### config.mk
export PLATFORM = sky130hd
export DESIGN_NAME = http_body_deframer
export DESIGN_NICKNAME = d
export VERILOG_FILES = /design/src/hbd_pkg.sv /design/src/hbd_core.sv /design/src/http_body_deframer.sv
export SDC_FILE = /design/constraint.sdc
export NUM_CORES = 1
export LEC_CHECK = 0
export BUFFER_PORTS_ARGS = -buffer_cell sky130_fd_sc_hd__buf_4
export CAP_MARGIN = 20
export CORE_MARGIN = 3
export CORE_UTILIZATION = 60
export DETAILED_ROUTE_END_ITERATION = 10
export PLACE_DENSITY = 0.78
export SYNTH_ARGS = -nofsm -noshare
export SYNTH_HDL_FRONTEND = slang
export SYNTH_SLANG_ARGS = --single-unit
export TNS_END_PERCENT = 20
### constraint.sdc
create_clock -name aclk -period 21.4 [get_ports aclk]
set_clock_uncertainty 0.1 [all_clocks]
set_input_delay 0 -clock aclk [delete_from_list [all_inputs] [get_ports aclk]]
set_output_delay 0 -clock aclk [all_outputs]
set_load 0.01 [all_outputs]
### src/hbd_pkg.sv
// http body deframer package: parse phases, error codes, character codes,
// configuration register indexes and shared structs
// no dependencies
`default_nettype none

package hbd_pkg;

    localparam int unsigned MAX_LINE     = 8192;
    localparam int unsigned MAX_TRAILERS = 32;
    localparam int unsigned LINE_W       = $clog2(MAX_LINE + 2);
    localparam int unsigned TRAIL_W      = $clog2(MAX_TRAILERS + 2);

    localparam logic [63:0] MAX_BODY_RESET = 64'd67108864;

    localparam logic [7:0] CH_CR   = 8'h0d;
    localparam logic [7:0] CH_LF   = 8'h0a;
    localparam logic [7:0] CH_SEMI = 8'h3b;

    typedef enum logic [3:0] {
        PH_DONE   = 4'd0,
        PH_CLEN   = 4'd1,
        PH_UNTIL  = 4'd2,
        PH_SZ     = 4'd3,
        PH_SZ_CR  = 4'd4,
        PH_HEX    = 4'd5,
        PH_HEX_CR = 4'd6,
        PH_EXT    = 4'd7,
        PH_EXT_CR = 4'd8,
        PH_DATA   = 4'd9,
        PH_DCR    = 4'd10,
        PH_DLF    = 4'd11,
        PH_TR     = 4'd12,
        PH_TR_CR  = 4'd13,
        PH_TRL    = 4'd14,
        PH_TRL_CR = 4'd15
    } phase_t;

    typedef enum logic [1:0] {
        ERR_NONE = 2'd0,
        ERR_IO   = 2'd1,
        ERR_BAD  = 2'd2,
        ERR_BIG  = 2'd3
    } err_t;

    typedef enum logic [1:0] {
        MODE_NONE  = 2'd0,
        MODE_CLEN  = 2'd1,
        MODE_CHUNK = 2'd2,
        MODE_UNTIL = 2'd3
    } mode_t;

    localparam logic [1:0] REG_FRAMING  = 2'd0;
    localparam logic [1:0] REG_CLEN     = 2'd1;
    localparam logic [1:0] REG_MAX_BODY = 2'd2;

    typedef struct packed {
        logic        we;
        logic [1:0]  index;
        logic [63:0] wdata;
    } cfg_wr_t;

    typedef struct packed {
        logic [1:0] error_code;
        logic       body_done;
        logic [7:0] payload_byte;
        logic       payload_valid;
    } result_t;

    // bit 4 set for a hex digit, value in the low bits
    function automatic logic [4:0] hex_digit(input logic [7:0] b);
        logic [4:0] r;
        r = 5'd0;
        if (b >= 8'h30 && b <= 8'h39) begin
            r = {1'b1, 4'(b - 8'h30)};
        end else if (b >= 8'h61 && b <= 8'h66) begin
            r = {1'b1, 4'(b - 8'h57)};
        end else if (b >= 8'h41 && b <= 8'h46) begin
            r = {1'b1, 4'(b - 8'h37)};
        end
        return r;
    endfunction

endpackage

`default_nettype wire

### src/hbd_core.sv
// http body deframer parser core: configuration registers, parse state and
// the per-beat update; uses hbd_pkg
`default_nettype none

module hbd_core (
    input  wire logic            aclk,
    input  wire logic            aresetn,
    input  wire hbd_pkg::cfg_wr_t cfg,
    input  wire logic            step_en,
    input  wire logic            kind,
    input  wire logic [7:0]      rx_byte,
    output hbd_pkg::result_t     result
);

    logic [1:0]                 mode_reg;
    logic [63:0]                clen_reg;
    logic [63:0]                max_reg;
    hbd_pkg::phase_t            phase_reg, phase_next;
    logic [63:0]                chunk_reg, chunk_next;
    logic [63:0]                len_reg, len_next;
    logic [63:0]                total_reg, total_next;
    logic                       ovf_reg, ovf_next;
    logic [hbd_pkg::LINE_W-1:0] line_reg, line_next;
    logic [hbd_pkg::TRAIL_W-1:0] trail_reg, trail_next;
    logic [1:0]                 err_reg, err_next;

    logic [1:0]  mode_new;
    logic [63:0] clen_new;
    logic [63:0] max_new;
    logic        restart;

    // shared body limit check
    logic        acct_one;
    logic [63:0] acct_n;
    logic        too_big;

    logic [hbd_pkg::LINE_W-1:0] line_inc;
    logic                       line_over;
    logic [hbd_pkg::TRAIL_W-1:0] trail_inc;
    logic [4:0]                 hexd;
    logic                       valid;

    assign restart = cfg.we && (cfg.index == hbd_pkg::REG_FRAMING ||
                                cfg.index == hbd_pkg::REG_CLEN ||
                                cfg.index == hbd_pkg::REG_MAX_BODY);

    always_comb begin
        mode_new = mode_reg;
        clen_new = clen_reg;
        max_new  = max_reg;
        if (cfg.we) begin
            unique case (cfg.index)
                hbd_pkg::REG_FRAMING:  mode_new = cfg.wdata[1:0];
                hbd_pkg::REG_CLEN:     clen_new = cfg.wdata;
                hbd_pkg::REG_MAX_BODY: max_new  = cfg.wdata;
                default: ;
            endcase
        end
    end

    function automatic hbd_pkg::phase_t start_phase(input logic [1:0] m,
                                                    input logic [63:0] cl);
        hbd_pkg::phase_t p;
        unique case (m)
            hbd_pkg::MODE_CLEN:  p = (cl == 64'd0) ? hbd_pkg::PH_DONE : hbd_pkg::PH_CLEN;
            hbd_pkg::MODE_CHUNK: p = hbd_pkg::PH_SZ;
            hbd_pkg::MODE_UNTIL: p = hbd_pkg::PH_UNTIL;
            default:             p = hbd_pkg::PH_DONE;
        endcase
        return p;
    endfunction

    assign acct_one  = (phase_reg == hbd_pkg::PH_CLEN) || (phase_reg == hbd_pkg::PH_UNTIL);
    assign acct_n    = acct_one ? 64'd1 : chunk_reg;
    assign too_big   = (acct_n > max_reg) || (total_reg > (max_reg - acct_n));
    assign line_inc  = (line_reg <= hbd_pkg::LINE_W'(hbd_pkg::MAX_LINE)) ?
                       line_reg + 1'b1 : line_reg;
    assign line_over = line_inc > hbd_pkg::LINE_W'(hbd_pkg::MAX_LINE);
    assign trail_inc = trail_reg + 1'b1;
    assign hexd      = hbd_pkg::hex_digit(rx_byte);

    always_comb begin
        logic            cr;
        logic            is_ext;
        hbd_pkg::phase_t base;
        phase_next = phase_reg;
        chunk_next = chunk_reg;
        len_next   = len_reg;
        total_next = total_reg;
        ovf_next   = ovf_reg;
        line_next  = line_reg;
        trail_next = trail_reg;
        err_next   = err_reg;
        valid      = 1'b0;
        cr         = 1'b0;
        is_ext     = 1'b0;
        base       = phase_reg;

        if (phase_reg == hbd_pkg::PH_DONE) begin
            // ignored
        end else if (kind) begin
            if (phase_reg == hbd_pkg::PH_UNTIL) begin
                phase_next = hbd_pkg::PH_DONE;
            end else begin
                phase_next = hbd_pkg::PH_DONE;
                if (err_reg == hbd_pkg::ERR_NONE) err_next = hbd_pkg::ERR_IO;
            end
        end else if (phase_reg == hbd_pkg::PH_CLEN || phase_reg == hbd_pkg::PH_UNTIL) begin
            if (too_big) begin
                phase_next = hbd_pkg::PH_DONE;
                if (err_reg == hbd_pkg::ERR_NONE) err_next = hbd_pkg::ERR_BIG;
            end else begin
                valid      = 1'b1;
                total_next = total_reg + 64'd1;
                if (phase_reg == hbd_pkg::PH_CLEN) begin
                    len_next = len_reg - 64'd1;
                    if (len_reg == 64'd1) phase_next = hbd_pkg::PH_DONE;
                end
            end
        end else if (phase_reg == hbd_pkg::PH_DATA) begin
            valid      = 1'b1;
            chunk_next = chunk_reg - 64'd1;
            if (chunk_reg == 64'd1) phase_next = hbd_pkg::PH_DCR;
        end else if (phase_reg == hbd_pkg::PH_DCR) begin
            ovf_next   = (rx_byte != hbd_pkg::CH_CR);
            phase_next = hbd_pkg::PH_DLF;
        end else if (phase_reg == hbd_pkg::PH_DLF) begin
            if (ovf_reg || rx_byte != hbd_pkg::CH_LF) begin
                phase_next = hbd_pkg::PH_DONE;
                if (err_reg == hbd_pkg::ERR_NONE) err_next = hbd_pkg::ERR_BAD;
            end else begin
                ovf_next   = 1'b0;
                chunk_next = 64'd0;
                line_next  = '0;
                phase_next = hbd_pkg::PH_SZ;
            end
        end else if (phase_reg >= hbd_pkg::PH_TR) begin
            // trailer lines
            cr = (phase_reg == hbd_pkg::PH_TR_CR) || (phase_reg == hbd_pkg::PH_TRL_CR);
            if (cr && rx_byte == hbd_pkg::CH_LF) begin
                line_next = '0;
                if (phase_reg == hbd_pkg::PH_TR_CR) begin
                    phase_next = hbd_pkg::PH_DONE;
                end else begin
                    trail_next = trail_inc;
                    if (trail_inc > hbd_pkg::TRAIL_W'(hbd_pkg::MAX_TRAILERS)) begin
                        phase_next = hbd_pkg::PH_DONE;
                        if (err_reg == hbd_pkg::ERR_NONE) err_next = hbd_pkg::ERR_BAD;
                    end else begin
                        phase_next = hbd_pkg::PH_TR;
                    end
                end
            end else begin
                base = (cr || phase_reg == hbd_pkg::PH_TRL) ? hbd_pkg::PH_TRL : hbd_pkg::PH_TR;
                line_next = line_inc;
                if (line_over) begin
                    phase_next = hbd_pkg::PH_DONE;
                    if (err_reg == hbd_pkg::ERR_NONE) err_next = hbd_pkg::ERR_BAD;
                end else if (rx_byte == hbd_pkg::CH_CR) begin
                    phase_next = (base == hbd_pkg::PH_TR) ? hbd_pkg::PH_TR_CR
                                                          : hbd_pkg::PH_TRL_CR;
                end else begin
                    phase_next = hbd_pkg::PH_TRL;
                end
            end
        end else begin
            // chunk size line
            cr = (phase_reg == hbd_pkg::PH_SZ_CR) || (phase_reg == hbd_pkg::PH_HEX_CR) ||
                 (phase_reg == hbd_pkg::PH_EXT_CR);
            is_ext = (phase_reg == hbd_pkg::PH_EXT) || (phase_reg == hbd_pkg::PH_EXT_CR);
            if (cr && rx_byte == hbd_pkg::CH_LF) begin
                line_next = '0;
                if (phase_reg == hbd_pkg::PH_SZ_CR || ovf_reg) begin
                    phase_next = hbd_pkg::PH_DONE;
                    if (err_reg == hbd_pkg::ERR_NONE) err_next = hbd_pkg::ERR_BAD;
                end else if (chunk_reg == 64'd0) begin
                    trail_next = '0;
                    phase_next = hbd_pkg::PH_TR;
                end else if (too_big) begin
                    phase_next = hbd_pkg::PH_DONE;
                    if (err_reg == hbd_pkg::ERR_NONE) err_next = hbd_pkg::ERR_BIG;
                end else begin
                    total_next = total_reg + chunk_reg;
                    phase_next = hbd_pkg::PH_DATA;
                end
            end else begin
                if (is_ext) begin
                    base = hbd_pkg::PH_EXT;
                end else if (cr) begin
                    // lone cr before the extension is not a digit
                    ovf_next = 1'b1;
                    base     = hbd_pkg::PH_HEX;
                end
                line_next = line_inc;
                if (line_over) begin
                    phase_next = hbd_pkg::PH_DONE;
                    if (err_reg == hbd_pkg::ERR_NONE) err_next = hbd_pkg::ERR_BAD;
                end else if (base == hbd_pkg::PH_EXT) begin
                    phase_next = (rx_byte == hbd_pkg::CH_CR) ? hbd_pkg::PH_EXT_CR
                                                             : hbd_pkg::PH_EXT;
                end else if (rx_byte == hbd_pkg::CH_SEMI) begin
                    if (base == hbd_pkg::PH_SZ) ovf_next = 1'b1;
                    phase_next = hbd_pkg::PH_EXT;
                end else if (rx_byte == hbd_pkg::CH_CR) begin
                    phase_next = (base == hbd_pkg::PH_SZ) ? hbd_pkg::PH_SZ_CR
                                                          : hbd_pkg::PH_HEX_CR;
                end else begin
                    if (!hexd[4]) begin
                        ovf_next = 1'b1;
                    end else begin
                        if (chunk_reg[63:60] != 4'd0) ovf_next = 1'b1;
                        chunk_next = {chunk_reg[59:0], hexd[3:0]};
                    end
                    phase_next = hbd_pkg::PH_HEX;
                end
            end
        end
    end

    assign result.payload_valid = valid;
    assign result.payload_byte  = valid ? rx_byte : 8'd0;
    assign result.body_done     = (phase_next == hbd_pkg::PH_DONE);
    assign result.error_code    = err_next;

    always_ff @(posedge aclk) begin
        if (!aresetn) begin
            mode_reg  <= hbd_pkg::MODE_NONE;
            clen_reg  <= 64'd0;
            max_reg   <= hbd_pkg::MAX_BODY_RESET;
            phase_reg <= hbd_pkg::PH_DONE;
            chunk_reg <= 64'd0;
            len_reg   <= 64'd0;
            total_reg <= 64'd0;
            ovf_reg   <= 1'b0;
            line_reg  <= '0;
            trail_reg <= '0;
            err_reg   <= hbd_pkg::ERR_NONE;
        end else if (restart) begin
            mode_reg  <= mode_new;
            clen_reg  <= clen_new;
            max_reg   <= max_new;
            phase_reg <= start_phase(mode_new, clen_new);
            chunk_reg <= 64'd0;
            len_reg   <= clen_new;
            total_reg <= 64'd0;
            ovf_reg   <= 1'b0;
            line_reg  <= '0;
            trail_reg <= '0;
            err_reg   <= hbd_pkg::ERR_NONE;
        end else if (step_en) begin
            phase_reg <= phase_next;
            chunk_reg <= chunk_next;
            len_reg   <= len_next;
            total_reg <= total_next;
            ovf_reg   <= ovf_next;
            line_reg  <= line_next;
            trail_reg <= trail_next;
            err_reg   <= err_next;
        end
    end

endmodule

`default_nettype wire

### src/http_body_deframer.sv
// http body deframer top level: stream ports, configuration write port and
// the result register; uses hbd_pkg and hbd_core
//
// Takes one beat per clock, either a received body byte or a peer close, and
// returns exactly one result beat for each in the cycle after acceptance. The
// parse state is updated in the same cycle as the beat is accepted, so the
// rate is one beat per cycle; the path that sets the clock is the 64-bit
// body limit check on a chunk size feeding the phase update. A new beat is
// taken whenever the result register is empty or is read in the same cycle;
// while a result waits on m_tready, s_tready is held low.
// Framing is chosen by register 0 (none, content length, chunked, until
// close); a write to registers 0-2 restarts the parser. Errors are sticky and end
// the body: 1 early close, 2 malformed framing, 3 body too large.
`default_nettype none

module http_body_deframer (
    input  wire logic        aclk,
    input  wire logic        aresetn,
    input  wire logic        cfg_we,
    input  wire logic [1:0]  cfg_index,
    input  wire logic [63:0] cfg_wdata,
    input  wire logic        s_tvalid,
    output logic             s_tready,
    input  wire logic [7:0]  s_tdata,   // rx_byte
    input  wire logic        s_tuser,   // kind
    output logic             m_tvalid,
    input  wire logic        m_tready,
    output logic [15:0]      m_tdata,   // payload_byte, body_done, error_code, zero fill
    output logic             m_tuser    // payload_valid
);

    hbd_pkg::cfg_wr_t cfg;
    hbd_pkg::result_t result;
    logic             accept;
    logic             m_valid_reg;
    hbd_pkg::result_t m_data_reg;

    assign cfg.we    = cfg_we;
    assign cfg.index = cfg_index;
    assign cfg.wdata = cfg_wdata;

    assign s_tready = !m_valid_reg || m_tready;
    assign accept   = s_tvalid && s_tready;

    hbd_core u_core (
        .aclk    (aclk),
        .aresetn (aresetn),
        .cfg     (cfg),
        .step_en (accept),
        .kind    (s_tuser),
        .rx_byte (s_tdata),
        .result  (result)
    );

    always_ff @(posedge aclk) begin
        if (!aresetn) begin
            m_valid_reg <= 1'b0;
        end else if (accept) begin
            m_valid_reg <= 1'b1;
        end else if (m_tready) begin
            m_valid_reg <= 1'b0;
        end
    end

    always_ff @(posedge aclk) begin
        if (accept) begin
            m_data_reg <= result;
        end
    end

    assign m_tvalid = m_valid_reg;
    assign m_tuser  = m_data_reg.payload_valid;
    assign m_tdata  = {5'd0, m_data_reg.error_code, m_data_reg.body_done,
                       m_data_reg.payload_byte};

`ifndef NO_ASSERTIONS
    // every accepted beat shows up as a result on the next cycle
    a_accept_result: assert property (@(posedge aclk) disable iff (!aresetn)
        accept |=> m_tvalid)
        else $error("accepted beat gave no result");

    // a payload beat never carries an error
    a_payload_no_err: assert property (@(posedge aclk) disable iff (!aresetn)
        (m_tvalid && m_tuser) |-> (m_tdata[10:9] == hbd_pkg::ERR_NONE))
        else $error("payload beat with error");

    // an error always ends the body
    a_err_done: assert property (@(posedge aclk) disable iff (!aresetn)
        (m_tvalid && m_tdata[10:9] != hbd_pkg::ERR_NONE) |-> m_tdata[8])
        else $error("error without body done");

    // non-payload beats carry a zero byte
    a_zero_byte: assert property (@(posedge aclk) disable iff (!aresetn)
        (m_tvalid && !m_tuser) |-> (m_tdata[7:0] == 8'd0))
        else $error("dropped beat with nonzero byte");
`endif

endmodule

`default_nettype wire
==> results.txt <==
Status: completed
Commonest non-fill, non-tap cell in the layout: nand2_1
Slew Viols, Final: 0
DRC errors left: 0
VDD IR-drop max: 0.0611 mV
Gr usage total: 0.381
Fin nets: 3984
Hold Fails Final Rpt: 0
Synth area leader: dfxtp_1
Final WS setup: 11540 ps
NetSw: 559 uW
CP Data Arrival Time: 10270 ps
Vias in the first global route: 26357
Grt total ovfl: 0
Seq pwr share: 0.395
Most frequent cells in the layout: 546 x nand2_1, 386 x a21oi_1, 350 x dfxtp_1
Slew @ Worst Pin: 1180 ps
Finished Layout Cells: 4326
Clock H-tree levels: 2
Area Overhead vs Synth: 11.2%
Clk Latency, worst-skew pair: 590 ps
Share of layout cells above drive strength 1: 0.0694
CTS max path bufs: 3
Sw Share: 0.309
Clock power frac: 0.397
Pre-CTS worst setup slack: 11820 ps
Syn Std Cell Area: 27000 um^2
DIE HEIGHT: 218 um
Max frequency: 101 MHz
Synth Register Bits: 362
Row count: 77
Synth top area cells: dfxtp_1 26%, ha_1 9.4%, nand2_1 7.6%, a21oi_1 7.2%, nor2_1 4.2%
First-pass GRT wire length: 145000 um
Number of CTS-inserted buffers: 41
DP HPWL: 68800 um
Initial Util: 0.610
Setup CP Type: reg2reg
CP startpoint kind: flip-flop
I/O Buffers: 93
Min cycle time layout: 9860 ps
Pin count of the biggest net entering global routing: 76
Synth Flop Type: dfxtp_1
Die Span X: 218 um
CP Data Required Time: 21800 ps
Inst Count DP: 4166
Lkg Pwr: 0.0132 uW
Fin crit share: 0.461
Largest fanout on the critical path: 66
Count of different cell masters after synthesis: 88
Antenna violations before repair: 5
Clock sinks: 362
Final setup fails: 0
Root buf cell: clkbuf_16
Endpoint class of the critical path: flip-flop
Synth top area share: 0.259
Cells after synthesis: 3667
Gpl congestion: 0.961
Comb pwr share: 0.208
Worst hold path class: in2reg
Routed WL per cell: 21.8 um
Async SR Flop Fraction: 0
Vias: 28609
Number of synthesized flops with an enable pin: 12
Post-CTS sizing: 0
Pre-antenna DRT Iters: 6
Post-Route WL: 94500 um
RSZ-0062 raised after global routing: no
CTS tree: built
Max-Cap Viols: 0
Register area share after synthesis: 0.273
Vias/cell: 6.61
Setup TNS Final: 0 ps
PwrDens: 60.2 nW/um^2
Die area: 47600 um^2
Area of the core: 44300 um^2
Yosys warns: 0
Slew headroom: 0.212
Antenna Nets Post-Route: 0
IO Count: 99
Reg clk slew, reported paths: 60 ps
Internal Power: 1250 uW
Starting DRT DRC Count: 3180
Avg Cell Area, Syn: 7.37 um^2
[timing repair]
item                      CTS  global route
buffers inserted            0             0
hold buffers               81             0
hold endpoints to repair  211             0
[Yosys cell counts (75+ instances only)]
cell      instances
a21o_1           85
inv_1           135
clkbuf_1        185
nand2_1         549
nor3_1          113
o21ai_0         176
a21oi_1         386
ha_1            203
dfxtp_1         350
nor2_1          305
or3_1            75
nand3_1         103
[cells by family after synthesis]
group                      synth area share
and+or+nand+nor                       0.268
AOI/OAI and AO/OA                     0.239
DFF                                   0.273
buffers and inverters                0.0518
adders and majority gates            0.0955
xor gates and xnor gates             0.0425
muxes                                0.0298
other                              0.000139
[cell type report]
cell class / count / area (um^2)
Clock inverter: 15 / 143
Tap cell: 592 / 741
Antenna cell: 4 / 10.0
Inverter: 135 / 509
Timing Repair Buffer: 205 / 1750
Multi-Input combinational cell: 2954 / 18300
Clock buffer: 59 / 1200
Fill cell: 3803 / 14300
Sequential cell: 362 / 7370
[worst paths after layout]
kind                  startpoint                  to  slack (ps)  depth (start not counted)
max          u_core.phase_reg[0]  u_core.len_reg[59]       11540                         25
min                 cfg_index[1]  u_core.len_reg[17]          50                          5
max reg2reg  u_core.phase_reg[0]  u_core.len_reg[59]       11540                         25
min reg2reg   u_core.max_reg[63]  u_core.max_reg[63]         370                          2
[worst max-delay path, cell delays in order (launching register included)]
cell and delay [ps]:
dfxtp_1 930, xnor2_1 240, nand2b_2 160, buf_4 490, nand2_1 290, ha_1 340
nor2b_1 130, o31a_1 270, o21ai_0 480, nand3_1 270, a311o_1 460, a21boi_0 780
o211ai_1 290, a211oi_1 610, xnor2_1 190, ha_1 260, a21o_1 180, a221oi_1 310
o211ai_1 140, a221o_1 320, or3_1 410, o21ai_2 160, buf_4 360, nand4_1 580
or4_2 750, a31oi_1 190
[routing by layer]
| layer | GRT usage | vias up | part of all wire |
|---|---|---|---|
| met4 | 0.247 | 4 | 0.072 |
| met5 | 0 | - | 0.00029 |
| li1 | - | 13400 | - |
| met1 | 0.500 | 13393 | 0.40 |
| met2 | 0.582 | 1484 | 0.43 |
| met3 | 0.0624 | 328 | 0.096 |
[per-stage QoR]
| stage | area, um^2 | hold slack [ps] | power (uW) | utilization |
|---|---|---|---|---|
| 2_1_floorplan | 27000 | 24.2 | 974 | - |
| 3_3_place_gp | 27900 | 147 | 1070 | 0.628 |
| 3_5_place_dp | 27900 | 163 | 1080 | 0.628 |
| 4_1_cts | 30000 | 7.72 | 1800 | 0.677 |
| 5_1_grt | 30000 | 78.6 | 1870 | 0.678 |
| 6_report | 30000 | 46.5 | 1810 | 0.678 |
[power groups by stage]
stage	Sequential (uW)	Clock [uW]	Combinational, uW
after floorplan	721	0	253
after global placement	727	0	344
after detailed placement	728	0	353
after CTS	713	723	366
after global routing	715	749	410
final	714	719	376
(Power assumes the default switching activity.)
